[src/hdl/assert_macros.svh]
// Assertion macros shared by the executor modules; they use clk_i and rst_ni of the module.
`ifndef ASSERT_MACROS_SVH
`define ASSERT_MACROS_SVH

// The consequent must hold in the same cycle as the antecedent.
`define TCE_ASSERT_SAME(lbl, ant, cons, msg) \
  lbl: assert property (@(posedge clk_i) disable iff (!rst_ni) (ant) |-> (cons)) else $error(msg);

// The consequent must hold in the cycle after the antecedent.
`define TCE_ASSERT_NEXT(lbl, ant, cons, msg) \
  lbl: assert property (@(posedge clk_i) disable iff (!rst_ni) (ant) |=> (cons)) else $error(msg);

`endif

[src/hdl/tce_pkg.sv]
// Shared types and constants of the tiny CPU instruction executor.
`timescale 1ns / 1ps
package tce_pkg;

  // Default data memory depth in words.
  localparam int unsigned TCE_MEM_WORDS = 256;
  // Entries in the queue between decode and execute.
  localparam int unsigned TCE_QUEUE_DEPTH = 2;

  // Instruction format codes in bits 1:0.
  localparam logic [1:0] FMT_BRANCH = 2'b10;
  localparam logic [1:0] FMT_MEMORY = 2'b11;

  // Compare flag codes.
  localparam logic [1:0] CMP_EQ = 2'd0;
  localparam logic [1:0] CMP_GT = 2'd1;
  localparam logic [1:0] CMP_LT = 2'd2;

  typedef enum logic [1:0] {
    K_ALU,
    K_BRANCH,
    K_LOAD,
    K_STORE
  } kind_e;

  typedef enum logic [1:0] {
    OP_INC,
    OP_DEC,
    OP_SHL,
    OP_SHR
  } alu_op_e;

  // Execute sequencer states.
  typedef enum logic [2:0] {
    ST_RUN,
    ST_DIV1,
    ST_DIV2,
    ST_MEM,
    ST_LOAD
  } exec_state_e;

  // One classified instruction.
  typedef struct packed {
    kind_e       kind;
    alu_op_e     op;
    logic [2:0]  rx;
    logic [2:0]  ry;
    logic [1:0]  cond;
    logic [11:0] target;
  } dec_t;

endpackage

[src/hdl/tce_ram.sv]
// Generic single-port RAM with registered read data.
`timescale 1ns / 1ps
module tce_ram #(
  parameter int unsigned WIDTH = 16,
  parameter int unsigned DEPTH = 256
) (
  input  logic                     clk_i,
  input  logic                     we_i,
  input  logic                     re_i,
  input  logic [$clog2(DEPTH)-1:0] addr_i,
  input  logic [WIDTH-1:0]         wdata_i,
  output logic [WIDTH-1:0]         rdata_o
);

  logic [WIDTH-1:0] mem_q [DEPTH];
  logic [WIDTH-1:0] rdata_q;

  // Write and registered read; read data holds until the next read.
  always_ff @(posedge clk_i) begin
    if (we_i) begin
      mem_q[addr_i] <= wdata_i;
    end
    if (re_i) begin
      rdata_q <= mem_q[addr_i];
    end
  end

  assign rdata_o = rdata_q;

endmodule

[src/hdl/tce_front.sv]
// Front end: accepts instruction requests and classifies them for the queue.
`timescale 1ns / 1ps
module tce_front (
  input  logic          enable_i,
  input  logic          in_valid_i,
  output logic          in_ready_o,
  input  logic [15:0]   instr_word_i,
  input  logic          full_i,
  output logic          push_o,
  output tce_pkg::dec_t push_data_o
);
  import tce_pkg::*;

  logic [1:0] fmt;

  // Accept while the queue has room and the memory clear has finished.
  assign in_ready_o = enable_i && !full_i;
  assign push_o     = in_valid_i && in_ready_o;
  assign fmt        = instr_word_i[1:0];

  // Classify the instruction word.
  always_comb begin
    push_data_o.rx     = instr_word_i[15:13];
    push_data_o.ry     = instr_word_i[12:10];
    push_data_o.cond   = instr_word_i[3:2];
    push_data_o.target = instr_word_i[15:4];
    unique case ({instr_word_i[2], instr_word_i[0]})
      2'b00:   push_data_o.op = OP_INC;
      2'b01:   push_data_o.op = OP_DEC;
      2'b10:   push_data_o.op = OP_SHL;
      default: push_data_o.op = OP_SHR;
    endcase
    unique case (fmt)
      FMT_BRANCH: push_data_o.kind = K_BRANCH;
      FMT_MEMORY: push_data_o.kind = instr_word_i[2] ? K_STORE : K_LOAD;
      default:    push_data_o.kind = K_ALU;
    endcase
  end

endmodule

[src/hdl/tce_queue.sv]
// Short queue of classified instructions between front and back ends.
`timescale 1ns / 1ps
module tce_queue (
  input  logic          clk_i,
  input  logic          rst_ni,
  input  logic          push_i,
  input  tce_pkg::dec_t push_data_i,
  output logic          full_o,
  input  logic          pop_i,
  output logic          valid_o,
  output tce_pkg::dec_t head_o
);
  import tce_pkg::*;

  `include "assert_macros.svh"

  localparam int unsigned PW = $clog2(TCE_QUEUE_DEPTH);

  dec_t          entries_q [TCE_QUEUE_DEPTH];
  logic [PW-1:0] wr_ptr_q, wr_ptr_d;
  logic [PW-1:0] rd_ptr_q, rd_ptr_d;
  logic [PW:0]   cnt_q, cnt_d;

  assign full_o  = (cnt_q == (PW+1)'(TCE_QUEUE_DEPTH));
  assign valid_o = (cnt_q != '0);
  assign head_o  = entries_q[rd_ptr_q];

  // Pointer and fill count updates.
  always_comb begin
    wr_ptr_d = push_i ? wr_ptr_q + 1'b1 : wr_ptr_q;
    rd_ptr_d = pop_i ? rd_ptr_q + 1'b1 : rd_ptr_q;
    cnt_d    = cnt_q;
    if (push_i && !pop_i) begin
      cnt_d = cnt_q + 1'b1;
    end else if (pop_i && !push_i) begin
      cnt_d = cnt_q - 1'b1;
    end
  end

  always_ff @(posedge clk_i or negedge rst_ni) begin
    if (!rst_ni) begin
      wr_ptr_q <= '0;
      rd_ptr_q <= '0;
      cnt_q    <= '0;
    end else begin
      wr_ptr_q <= wr_ptr_d;
      rd_ptr_q <= rd_ptr_d;
      cnt_q    <= cnt_d;
    end
  end

  // Entry storage.
  always_ff @(posedge clk_i) begin
    if (push_i) begin
      entries_q[wr_ptr_q] <= push_data_i;
    end
  end

  `TCE_ASSERT_SAME(a_pop_needs_entry, pop_i, valid_o, "queue popped while empty")

endmodule

[src/hdl/tce_back.sv]
// Back end: register file, ALU, branch logic, data memory access and result register.
`timescale 1ns / 1ps
module tce_back #(
  parameter int unsigned MEM_WORDS = tce_pkg::TCE_MEM_WORDS
) (
  input  logic          clk_i,
  input  logic          rst_ni,
  input  logic          q_valid_i,
  input  tce_pkg::dec_t q_head_i,
  output logic          pop_o,
  output logic          ready_o,
  output logic          out_valid_o,
  input  logic          out_ready_i,
  output logic [15:0]   result_value_o,
  output logic [15:0]   reg0_value_o,
  output logic [15:0]   next_pc_o,
  output logic [1:0]    compare_out_o,
  output logic          was_branch_o
);
  import tce_pkg::*;

  `include "assert_macros.svh"

  localparam int unsigned AW      = $clog2(MEM_WORDS);
  localparam bit          IS_POW2 = ((1 << AW) == MEM_WORDS);
  localparam int unsigned SH      = 16 + AW;
  // Rounded-up reciprocal: floor(v / MEM_WORDS) == (v * RECIP) >> SH for 16-bit v.
  localparam logic [63:0] RECIP   = ((64'd1 << SH) + 64'(MEM_WORDS) - 64'd1) / 64'(MEM_WORDS);

  exec_state_e state_q, state_d;

  logic [15:0]   rf_q [8];
  logic [1:0]    flag_q, flag_d;
  logic [15:0]   pc_q, pc_d;
  logic          clr_busy_q;
  logic [AW-1:0] clr_cnt_q;

  logic [2:0]    mrx_q;
  logic          is_ld_q;
  logic [15:0]   ryv_q;
  logic [15:0]   quot_q;
  logic [AW-1:0] addr_q;

  logic          out_valid_q;
  logic [15:0]   res_q, r0_q, pc_out_q;
  logic [1:0]    cmp_q;
  logic          br_q;

  logic        can_emit, emit, mem_start;
  logic        rf_we;
  logic [2:0]  rf_wa;
  logic [15:0] rf_wd;
  logic [15:0] rxv, ryv, alu_new, ry_new;
  logic [15:0] res_d, r0_d;
  logic        br_d;
  logic        ram_we, ram_re;
  logic [AW-1:0] ram_addr;
  logic [15:0] ram_wdata, ram_rdata;
  logic [32:0] prod, quot_full;
  logic [15:0] quot_d;
  logic [31:0] qn;
  logic [15:0] rem;

  assign can_emit = !out_valid_q || out_ready_i;
  assign ready_o  = !clr_busy_q;
  assign rxv      = rf_q[q_head_i.rx];
  assign ryv      = rf_q[q_head_i.ry];

  // ALU operation on register rx; ry sees the new value when it names the same register.
  always_comb begin
    case (q_head_i.op)
      OP_INC:  alu_new = rxv + 16'd1;
      OP_DEC:  alu_new = rxv - 16'd1;
      OP_SHL:  alu_new = {rxv[14:0], 1'b0};
      default: alu_new = {1'b0, rxv[15:1]};
    endcase
    ry_new = (q_head_i.ry == q_head_i.rx) ? alu_new : ryv;
  end

  // Address reduction modulo the memory depth, one multiply per cycle.
  assign prod      = {17'd0, ryv_q} * {16'd0, RECIP[16:0]};
  assign quot_full = prod >> SH;
  assign quot_d    = quot_full[15:0];
  assign qn        = {16'd0, quot_q} * 32'(MEM_WORDS);
  assign rem       = ryv_q - qn[15:0];

  // Execute control and datapath selection.
  always_comb begin
    pop_o     = 1'b0;
    emit      = 1'b0;
    mem_start = 1'b0;
    rf_we     = 1'b0;
    rf_wa     = q_head_i.rx;
    rf_wd     = alu_new;
    flag_d    = flag_q;
    pc_d      = pc_q;
    res_d     = rf_q[0];
    r0_d      = rf_q[0];
    br_d      = 1'b0;
    ram_we    = 1'b0;
    ram_re    = 1'b0;
    unique case (state_q)
      ST_RUN: begin
        if (!clr_busy_q && q_valid_i) begin
          unique case (q_head_i.kind)
            K_ALU: begin
              if (can_emit) begin
                pop_o = 1'b1;
                emit  = 1'b1;
                rf_we = 1'b1;
                pc_d  = pc_q + 16'd1;
                res_d = alu_new;
                r0_d  = (q_head_i.rx == 3'd0) ? alu_new : rf_q[0];
                if (alu_new == ry_new) begin
                  flag_d = CMP_EQ;
                end else if (alu_new > ry_new) begin
                  flag_d = CMP_GT;
                end else begin
                  flag_d = CMP_LT;
                end
              end
            end
            K_BRANCH: begin
              if (can_emit) begin
                pop_o = 1'b1;
                emit  = 1'b1;
                br_d  = 1'b1;
                pc_d  = (flag_q == q_head_i.cond) ? {4'd0, q_head_i.target} : pc_q + 16'd1;
              end
            end
            default: begin
              pop_o     = 1'b1;
              mem_start = 1'b1;
            end
          endcase
        end
      end
      ST_DIV1, ST_DIV2: begin
      end
      ST_MEM: begin
        if (is_ld_q) begin
          ram_re = 1'b1;
        end else if (can_emit) begin
          ram_we = 1'b1;
          emit   = 1'b1;
          pc_d   = pc_q + 16'd1;
          res_d  = rf_q[mrx_q];
        end
      end
      ST_LOAD: begin
        if (can_emit) begin
          emit  = 1'b1;
          rf_we = 1'b1;
          rf_wa = mrx_q;
          rf_wd = ram_rdata;
          pc_d  = pc_q + 16'd1;
          res_d = ram_rdata;
          r0_d  = (mrx_q == 3'd0) ? ram_rdata : rf_q[0];
        end
      end
      default: begin
      end
    endcase
  end

  // Next state of the execute sequencer.
  always_comb begin
    state_d = state_q;
    unique case (state_q)
      ST_RUN: begin
        if (mem_start) begin
          state_d = IS_POW2 ? ST_MEM : ST_DIV1;
        end
      end
      ST_DIV1: state_d = ST_DIV2;
      ST_DIV2: state_d = ST_MEM;
      ST_MEM: begin
        if (is_ld_q) begin
          state_d = ST_LOAD;
        end else if (can_emit) begin
          state_d = ST_RUN;
        end
      end
      ST_LOAD: begin
        if (can_emit) begin
          state_d = ST_RUN;
        end
      end
      default: state_d = ST_RUN;
    endcase
  end

  // The clear sweep owns the memory port right after reset.
  assign ram_addr  = clr_busy_q ? clr_cnt_q : addr_q;
  assign ram_wdata = clr_busy_q ? 16'd0 : rf_q[mrx_q];

  tce_ram #(
    .WIDTH (16),
    .DEPTH (MEM_WORDS)
  ) u_dmem (
    .clk_i   (clk_i),
    .we_i    (ram_we || clr_busy_q),
    .re_i    (ram_re),
    .addr_i  (ram_addr),
    .wdata_i (ram_wdata),
    .rdata_o (ram_rdata)
  );

  // Architectural state, clear sweep and output register valid.
  always_ff @(posedge clk_i or negedge rst_ni) begin
    if (!rst_ni) begin
      state_q     <= ST_RUN;
      flag_q      <= CMP_EQ;
      pc_q        <= '0;
      clr_busy_q  <= 1'b1;
      clr_cnt_q   <= '0;
      out_valid_q <= 1'b0;
      for (int i = 0; i < 8; i++) begin
        rf_q[i] <= '0;
      end
    end else begin
      state_q <= state_d;
      flag_q  <= flag_d;
      pc_q    <= pc_d;
      if (rf_we) begin
        rf_q[rf_wa] <= rf_wd;
      end
      if (clr_busy_q) begin
        clr_cnt_q <= clr_cnt_q + 1'b1;
        if (clr_cnt_q == AW'(MEM_WORDS - 1)) begin
          clr_busy_q <= 1'b0;
        end
      end
      if (emit) begin
        out_valid_q <= 1'b1;
      end else if (out_ready_i) begin
        out_valid_q <= 1'b0;
      end
    end
  end

  // Memory operation operands and result payload.
  always_ff @(posedge clk_i) begin
    if (mem_start) begin
      mrx_q   <= q_head_i.rx;
      is_ld_q <= (q_head_i.kind == K_LOAD);
      ryv_q   <= ryv;
      addr_q  <= ryv[AW-1:0];
    end
    if (state_q == ST_DIV1) begin
      quot_q <= quot_d;
    end
    if (state_q == ST_DIV2) begin
      addr_q <= rem[AW-1:0];
    end
    if (emit) begin
      res_q    <= res_d;
      r0_q     <= r0_d;
      pc_out_q <= pc_d;
      cmp_q    <= flag_d;
      br_q     <= br_d;
    end
  end

  assign out_valid_o    = out_valid_q;
  assign result_value_o = res_q;
  assign reg0_value_o   = r0_q;
  assign next_pc_o      = pc_out_q;
  assign compare_out_o  = cmp_q;
  assign was_branch_o   = br_q;

  `TCE_ASSERT_SAME(a_no_pop_in_mem_op, (state_q != ST_RUN), !pop_o, "pop during memory op")
  `TCE_ASSERT_SAME(a_clear_quiet, clr_busy_q, (state_q == ST_RUN) && !out_valid_q, "busy in clear")
  `TCE_ASSERT_NEXT(a_load_follows, (state_q == ST_MEM) && is_ld_q, (state_q == ST_LOAD), "load lost")

endmodule

[src/hdl/tiny_cpu_instruction_executor.sv]
// Top level of the tiny CPU instruction executor.
//
//   Channel  Direction  Handshake                 Payload
//   in       input      in_valid_i / in_ready_o   instr_word_i
//   out      output     out_valid_o / out_ready_i result_value_o, reg0_value_o,
//                                                 next_pc_o, compare_out_o, was_branch_o
//
// ALU and branch instructions retire one per cycle while the output is not stalled; each
// result passes through the queue and is then held in the output register.
// A load steps the execute sequencer through ST_MEM and ST_LOAD and a store through ST_MEM,
// after ST_DIV1 and ST_DIV2 when MEM_WORDS is not a power of two (address reduction by a two-step multiply).
// After reset the data memory is cleared one word a cycle, all MEM_WORDS words, and no
// request is taken until the sweep ends.
// A two-entry queue lets requests enter while the execute side waits on the output.
`timescale 1ns / 1ps
module tiny_cpu_instruction_executor #(
  parameter int unsigned MEM_WORDS = tce_pkg::TCE_MEM_WORDS
) (
  input  logic        clk_i,
  input  logic        rst_ni,
  input  logic        in_valid_i,
  output logic        in_ready_o,
  input  logic [15:0] instr_word_i,
  output logic        out_valid_o,
  input  logic        out_ready_i,
  output logic [15:0] result_value_o,
  output logic [15:0] reg0_value_o,
  output logic [15:0] next_pc_o,
  output logic [1:0]  compare_out_o,
  output logic        was_branch_o
);
  import tce_pkg::*;

  logic push, full, pop, q_valid, back_ready;
  dec_t push_data, q_head;

  tce_front u_front (
    .enable_i     (back_ready),
    .in_valid_i   (in_valid_i),
    .in_ready_o   (in_ready_o),
    .instr_word_i (instr_word_i),
    .full_i       (full),
    .push_o       (push),
    .push_data_o  (push_data)
  );

  tce_queue u_queue (
    .clk_i       (clk_i),
    .rst_ni      (rst_ni),
    .push_i      (push),
    .push_data_i (push_data),
    .full_o      (full),
    .pop_i       (pop),
    .valid_o     (q_valid),
    .head_o      (q_head)
  );

  tce_back #(
    .MEM_WORDS (MEM_WORDS)
  ) u_back (
    .clk_i          (clk_i),
    .rst_ni         (rst_ni),
    .q_valid_i      (q_valid),
    .q_head_i       (q_head),
    .pop_o          (pop),
    .ready_o        (back_ready),
    .out_valid_o    (out_valid_o),
    .out_ready_i    (out_ready_i),
    .result_value_o (result_value_o),
    .reg0_value_o   (reg0_value_o),
    .next_pc_o      (next_pc_o),
    .compare_out_o  (compare_out_o),
    .was_branch_o   (was_branch_o)
  );

endmodule

[config.mk]
export PLATFORM = sky130hd
export DESIGN_NAME = tiny_cpu_instruction_executor
export DESIGN_NICKNAME = d
export VERILOG_FILES = /design/src/hdl/tce_pkg.sv /design/src/hdl/tce_ram.sv /design/src/hdl/tce_front.sv /design/src/hdl/tce_queue.sv /design/src/hdl/tce_back.sv /design/src/hdl/tiny_cpu_instruction_executor.sv
export VERILOG_INCLUDE_DIRS = /design/src /design/src/hdl
export SDC_FILE = /design/constraint.sdc
export NUM_CORES = 2
export LEC_CHECK = 0
export BUFFER_PORTS_ARGS = -buffer_cell sky130_fd_sc_hd__buf_2
export CORE_ASPECT_RATIO = 0.75
export CORE_MARGIN = 2
export CORE_UTILIZATION = 32
export CTS_CLUSTER_DIAMETER = 50
export DETAILED_ROUTE_END_ITERATION = 16
export PLACE_DENSITY = 0.54
export SYNTH_ARGS = -nofsm -noshare
export SYNTH_HDL_FRONTEND = slang
export SYNTH_HIERARCHICAL = 1
export SYNTH_MEMORY_MAX_BITS = 65536
export SYNTH_SLANG_ARGS = --single-unit
[constraint.sdc]
create_clock -name clk_i -period 21.7 [get_ports clk_i]
set_clock_uncertainty 0.2 [all_clocks]
set_input_delay 6.51 -clock clk_i [delete_from_list [all_inputs] [get_ports clk_i]]
set_output_delay 6.51 -clock clk_i [all_outputs]
set_load 0.03 [all_outputs]
# Word level (Yosys, flattened, before mapping)
# Memories as Yosys holds them, arrays and structs flattened. A register that Yosys moved wholly into a read port is not among the register bits.
# Cells that the tools add are included.
[classes]
n_bitwise = 4
n_lt_le_gt_ge = 6
reduce_logical = 25
addsub = 9
muxes = 83
eq_ne = 18
[ops]
columns = ["cell", "count"]
rows = [
  ["two-way mux 16 bit", 28],
  ["binary-select mux 16 bit (select 3 bit)", 3],
  ["one-hot mux 16 bit (3 select lines)", 3],
  ["bitwise mux 128 bit", 1],
  ["one-hot mux 16 bit (2 select lines)", 2],
  ["demux 16 bit (select 3 bit)", 1],
  ["adder 16 x 1 -> 16 bit, second input constant", 2],
  ["two-way mux 1 bit", 24],
  ["two-way mux 8 bit", 3],
  ["== test 16 bit", 1],
  [">= comparator 4 bit, second input constant", 4],
  ["> comparator 16 bit", 1],
  ["two-way mux 2 bit", 8],
  ["NOT 3 -> 4 bit", 4],
  ["subtractor 16 x 1 -> 16 bit, second input constant", 1],
  ["two-way mux 3 bit", 5],
  ["one-hot mux 3 bit (5 select lines)", 1],
  ["== test 2 bit, second input constant", 6],
  ["logical NOT 3 bit", 3],
  ["adder 8 x 1 -> 8 bit, second input constant", 1],
  ["== test 8 bit, second input constant", 1],
  ["nonzero test 2 bit", 4],
  ["subtractor 8 x 1 -> 8 bit, second input constant", 1],
  ["== test 2 x 1 -> 1 bit, second input constant", 3],
  ["other kinds (20)", 34],
]
[totals]
out_inout_bits = 53
register_bits = 234
wordCells = 173
memories = 2
ram_bits = 4144
[mem_list]
columns = ["name", "words", "width", "read_ports", "rd_clocked_by_memory_dff", "wr", "line_no", "text"]
rows = [
  ["u_back.u_dmem.mem_q", 256, 16, 1, 1, 1, "tce_ram.sv:15", "logic [WIDTH-1:0] mem_q [DEPTH];"],
  ["u_queue.entries_q", 2, 24, 1, 0, 1, "tce_queue.sv:19", "dec_t entries_q [TCE_QUEUE_DEPTH];"],
]

# Longest topological paths before layout
# An unclocked memory read counts as a cell.
[depth]
ltp_word = 15
ltp_mapped = 25
ltp_nobuf = 19

# Modules after synthesis
# Netlist, hierarchy kept.
[modules_own_cells]
columns = ["mod", "seq_area_each_um2", "cells_each", "instances", "area_each_um2"]
rows = [
  ["tce_ram", 123478.4, 6727, 1, 155559.2],
  ["tce_back", 6112.1, 1433, 1, 15293.4],
  ["tce_queue", 1541.5, 91, 1, 2023.2],
  ["tce_front", 0.0, 27, 1, 195.2],
]

# Least setup slack after synthesis
# Ideal clock, no wire load.
[synth_timing]
path_type = "input to register"
startpoint = "in out_ready_i"
endpoint = "mem u_back.u_dmem.mem_q[155][0] (enable)"
arrival_time_ns = 9.235
n_path_buf = 4
required_time_ns = 21.091
setup_slack_ns = 11.856
stages = 9
path_cell_list = "nor2b_1 or3_1 clkbuf_1 clkbuf_1 nand2_1 buf_1 nand3_1 clkbuf_1 nor3_1"
[synth_between]
elab_chain_len = 7
[synth_rtl]
columns = ["item", "line_no", "text"]
rows = [
  ["start, declared", "tiny_cpu_instruction_executor.sv:25", "input logic out_ready_i,"],
  ["logical OR 1 bit", "tce_back.sv:64", "assign can_emit = !out_valid_q || out_ready_i;"],
  ["two-way mux 1 bit", "tce_back.sv:143", "end else if (can_emit) begin"],
  ["two-way mux 1 bit", "tce_back.sv:141", "if (is_ld_q) begin"],
  ["two-way mux 1 bit", "tce_back.sv:102", "unique case (state_q)"],
  ["logical OR 1 bit", "tce_back.sv:202", ".we_i (ram_we || clr_busy_q),"],
  ["two-way mux 1 bit", "tce_ram.sv:20", "if (we_i) begin"],
  ["two-way mux 1 bit (not written as such)", "tce_ram.sv:21", "mem_q[addr_i] <= wdata_i;"],
  ["end, declared", "tce_ram.sv:15", ""],
]
# Every way passes these cells.

# Final worst setup path
[layout_timing]
startpoint = "in out_ready_i"
endpoint = "mem u_back.u_dmem.mem_q[253][12] (enable)"
# Same word-level chain as after synthesis.

==> out/results.txt <==
The flow ran to the end, and the final reports show no timing, DRC or antenna violations. The effective utilization at floorplan is 0.322, and the depth of the worst hold-timing path is 1. The final period utilization is 0.466. The class of the tightest hold or removal check was reg -> reg. Dominant cell type by area after synthesis: edfxtp_1.

On the worst path, the slowest cell contributes a delay of 1.03 ns. The static leakage power was 61.4 nW; the power consumption was 0.0290 W. The run gives 8,278 as the gate count of the mapped netlist. Measured along the y axis, the die boundary spans 641 um. At the pin with the least slew margin, the transition time is 1.45 ns. Yosys instantiated no cell more often than edfxtp_1. The tools report the critical register-to-register path endpoint as u_back/u_dmem/rdata_o[9]. The clock sink count was 4,394; the routability congestion estimate was 0.871. The number of setup buffers added after CTS is 0.

The number of violations of the max-capacitance limit is 0, and the TritonCTS buffer count is 421. The required time of the critical path was 22.10 ns. Setup repair after global routing left no endpoint under its margin. In the routed layout, each cell is associated on average with a via count of 5.50. The total wirelength of the detailed-routed design is 491,000 um, and the power density over the cells is 147 nW/um2. The total setup violations reported at the end of the flow was 0; the detailed-router iteration count before antenna repair was 6. Flop-to-flop setup slack: 13.16 ns.

The area share of the leading cell type in the synthesized netlist is 0.734. Timing would allow up to 0.0989 GHz. The worst path in the final design needs a cycle of 10.11 ns, including I/O delays and setup.

The kind of critical path was in -> reg. In this run, synthesis inferred 4,231 flip-flops with an integrated enable. The number of fillers in the final layout is 48,600, and the pin count of the biggest net entering global routing is 171. The startpoint of the tightest hold check path is u_queue/cnt_q[1].

Synthesis produced a netlist with a net count of 8,332. The number of H-tree branching levels is 5. The number of hold violations in the final report was 0; the signed area change from the synthesized netlist to the final layout was 14.2%. The critical path starts at out_ready_i. Summed over all layers, the global routing overflow is 0. The highest-delay cell along the critical path was nor2_2. By area the synthesized netlist is led by edfxtp_1, mux4_2, dfrtp_1, a22oi_1, a21oi_1. From left edge to right edge, the die measures 853 um. The tools report the count of pins over their slew limit as 0. After the first detailed-routing iteration, the DRC count stood at 12,700. STA puts the critical path data arrival time at 10.51 ns. In this run the worst path has a maximum fanout of 23. The worst slew margin relative to its limit was 0.0337.

The number of vias after detailed routing is 88,800, and the row count is 233. The depth of the worst register-to-register path is 11. The signal on the critical path passes through buf_2 > nor2b_2 > buf_4 > or3_1 > nand2_1 > buf_4 > inv_1 > nor2_1 > nand2_2 > nor2_2.

The number of antenna violations at the first check in global routing is 33, and the count of buffers from port buffering is 72. TritonCTS built the clock tree. The number of nets in the finished design is 8,692, and the total negative slack is 0 ns. The worst hold path terminates at u_queue/cnt_q[1]. The worst setup path is launched from an input port.

The proportion of register bits with asynchronous set or reset after synthesis was 0.0371. The source of the worst register-to-register timing path is u_back/clr_busy_q. The count of nets left with antenna violations once routing finished came out at 0. During synthesis, Yosys emitted a total of 6 warnings. The HPWL after detailed placement is 300,000 um.

Summing every instance area after synthesis gives 173,000 um2. Clock latency on the worst-skew pair, taken at its later pin, is 1.02 ns. Wire length per cell after detailed routing: 30.4 um. The logs give 83 for the number of different library cells in the post-synthesis netlist and 86,700 for the number of global-route vias before repair. In this run, synthesis produced a sequential element count of 4,394. The worst-case IR drop observed on VDD is 0.156 mV. The total global routing track utilization came out at 0.174.

The commonest cells after synthesis are edfxtp_1, mux4_2, a22oi_1. For the count of boundary I/O pins, the log shows 73. The clock slew at the register clock pins of the worst setup and hold paths came out at 0.06 ns. In this run the mean area of a mapped cell was 20.9 um2. For this run, the leading register cell type out of synthesis is edfxtp_1.

The tools report the number of gates given a new drive strength after cts as 0. The share of cells above drive strength 1 is 0.280, and the floorplan core area is 538,000 um2. The first global-routing pass estimated 686,000 um of wire. The die area came out at 547,000 um2. The most numerous cell type found on the critical path is buf_4.

Remaining routing DRC violations: 0. The root buffer cell chosen for the clock tree is clkbuf_16. Counting along the longest clock path gives a buffer depth of 4. Fraction of the yosys area taken by sequential cells: 0.758. Total of hold buffers inserted after clock tree synthesis: 0. STA classifies the critical path endpoint as a flip-flop.
[power by group]
group	internal, W	switching (W)	total [W]	leakage (nW)
clock network	0.00406	0.00325	0.00731	6.65
registers	0.0111	0.000226	0.0114	40.5
logic	0.00316	0.00718	0.0103	14.2
[state kept, by name, summed over array words and instances (netlist names), 16 cells and up]
| name | count |
|---|---|
| u_back/rf_q | 128 |
| u_back/pc_q | 16 |
| u_back/u_dmem/rdata_o | 16 |
| u_queue/entries_q | 48 |
| u_back/reg0_value_o | 16 |
| u_back/result_value_o | 16 |
| u_back/next_pc_o | 16 |
| u_back/u_dmem/mem_q | 4096 |
[worst max-delay path, delay by kind of cell]
family        cells  cell delay [ns]
buf+inv           4             0.90
simple gates      6             3.06
[cells by family after synthesis]
kind of cell / share of synthesized area
DFF: 0.758
muxes: 0.156
AOI/OAI and AO/OA: 0.0476
and+or+nand+nor: 0.0189
buffers and inverters: 0.0156
adders and majority gates: 0.00250
xor gates and xnor gates: 0.00142
[metrics by stage]
stage               utilization  hold WS, ns  cell area (um2)  instances  setup WS (ns)
detailed placement        0.342        0.261           184000      15400          10.41
CTS                       0.367        0.272           198000      16200          11.52
floorplan                     -        0.238           173000       8278          11.86
finish                    0.368        0.276           198000      16200          11.59
global placement          0.342        0.261           184000      15400          10.54
global route              0.368        0.311           198000      16200          11.52
[worst max-delay path by stage]
stage                              endpoint  slack (ns)  depth (start not counted)
6_report       u_back/u_dmem/mem_q[253][12]       11.59                         10
5_1_grt         u_back/u_dmem/mem_q[189][1]       11.52                         11
4_1_cts          u_back/u_dmem/mem_q[57][2]       11.52                         11
3_5_place_dp     u_back/u_dmem/mem_q[57][4]       10.41                         11
3_3_place_gp     u_back/u_dmem/mem_q[57][4]       10.54                         11
2_1_floorplan   u_back/u_dmem/mem_q[155][0]       11.86                          9
[layout make-up]
type / count / area [um2] / area share
Sequential cell: 4394 / 131000 / 0.663
Multi-Input combinational cell: 3305 / 40200 / 0.203
Clock buffer: 498 / 11000 / 0.0557
Tap cell: 7167 / 8970 / 0.0454
Timing Repair Buffer: 482 / 3640 / 0.0184
Clock inverter: 272 / 2560 / 0.0130
Inverter: 34 / 128 / 0.000646
Antenna cell: 10 / 25.0 / 0.000127
[metal layers]
layer  track usage  share of wire  vias up
met4        0.0368          0.022        4
met3        0.0465           0.11      644
met2         0.251           0.43     4644
li1              -              -    35700
met5             0       0.000047        -
met1         0.265           0.44    47800
[layout by cell type, fill, tap and decap left out, types with 46 or more instances in the layout]
master | synthesis | routed
a21oi_1 | 332 | 332
a22oi_1 | 529 | 529
buf_2 | 97 | 71
buf_4 | 39 | 394
clkbuf_1 | 305 | 67
clkbuf_16 | 0 | 429
clkinv_1 | 0 | 86
clkinv_2 | 0 | 89
dfrtp_1 | 162 | 162
edfxtp_1 | 4231 | 4231
mux2_2 | 60 | 58
mux2i_1 | 46 | 46
mux4_2 | 1133 | 1133
nand2_1 | 203 | 197
nor2_1 | 333 | 265
nor2_2 | 2 | 54
o21ai_0 | 144 | 144
Power figures use the tool's default switching activity.
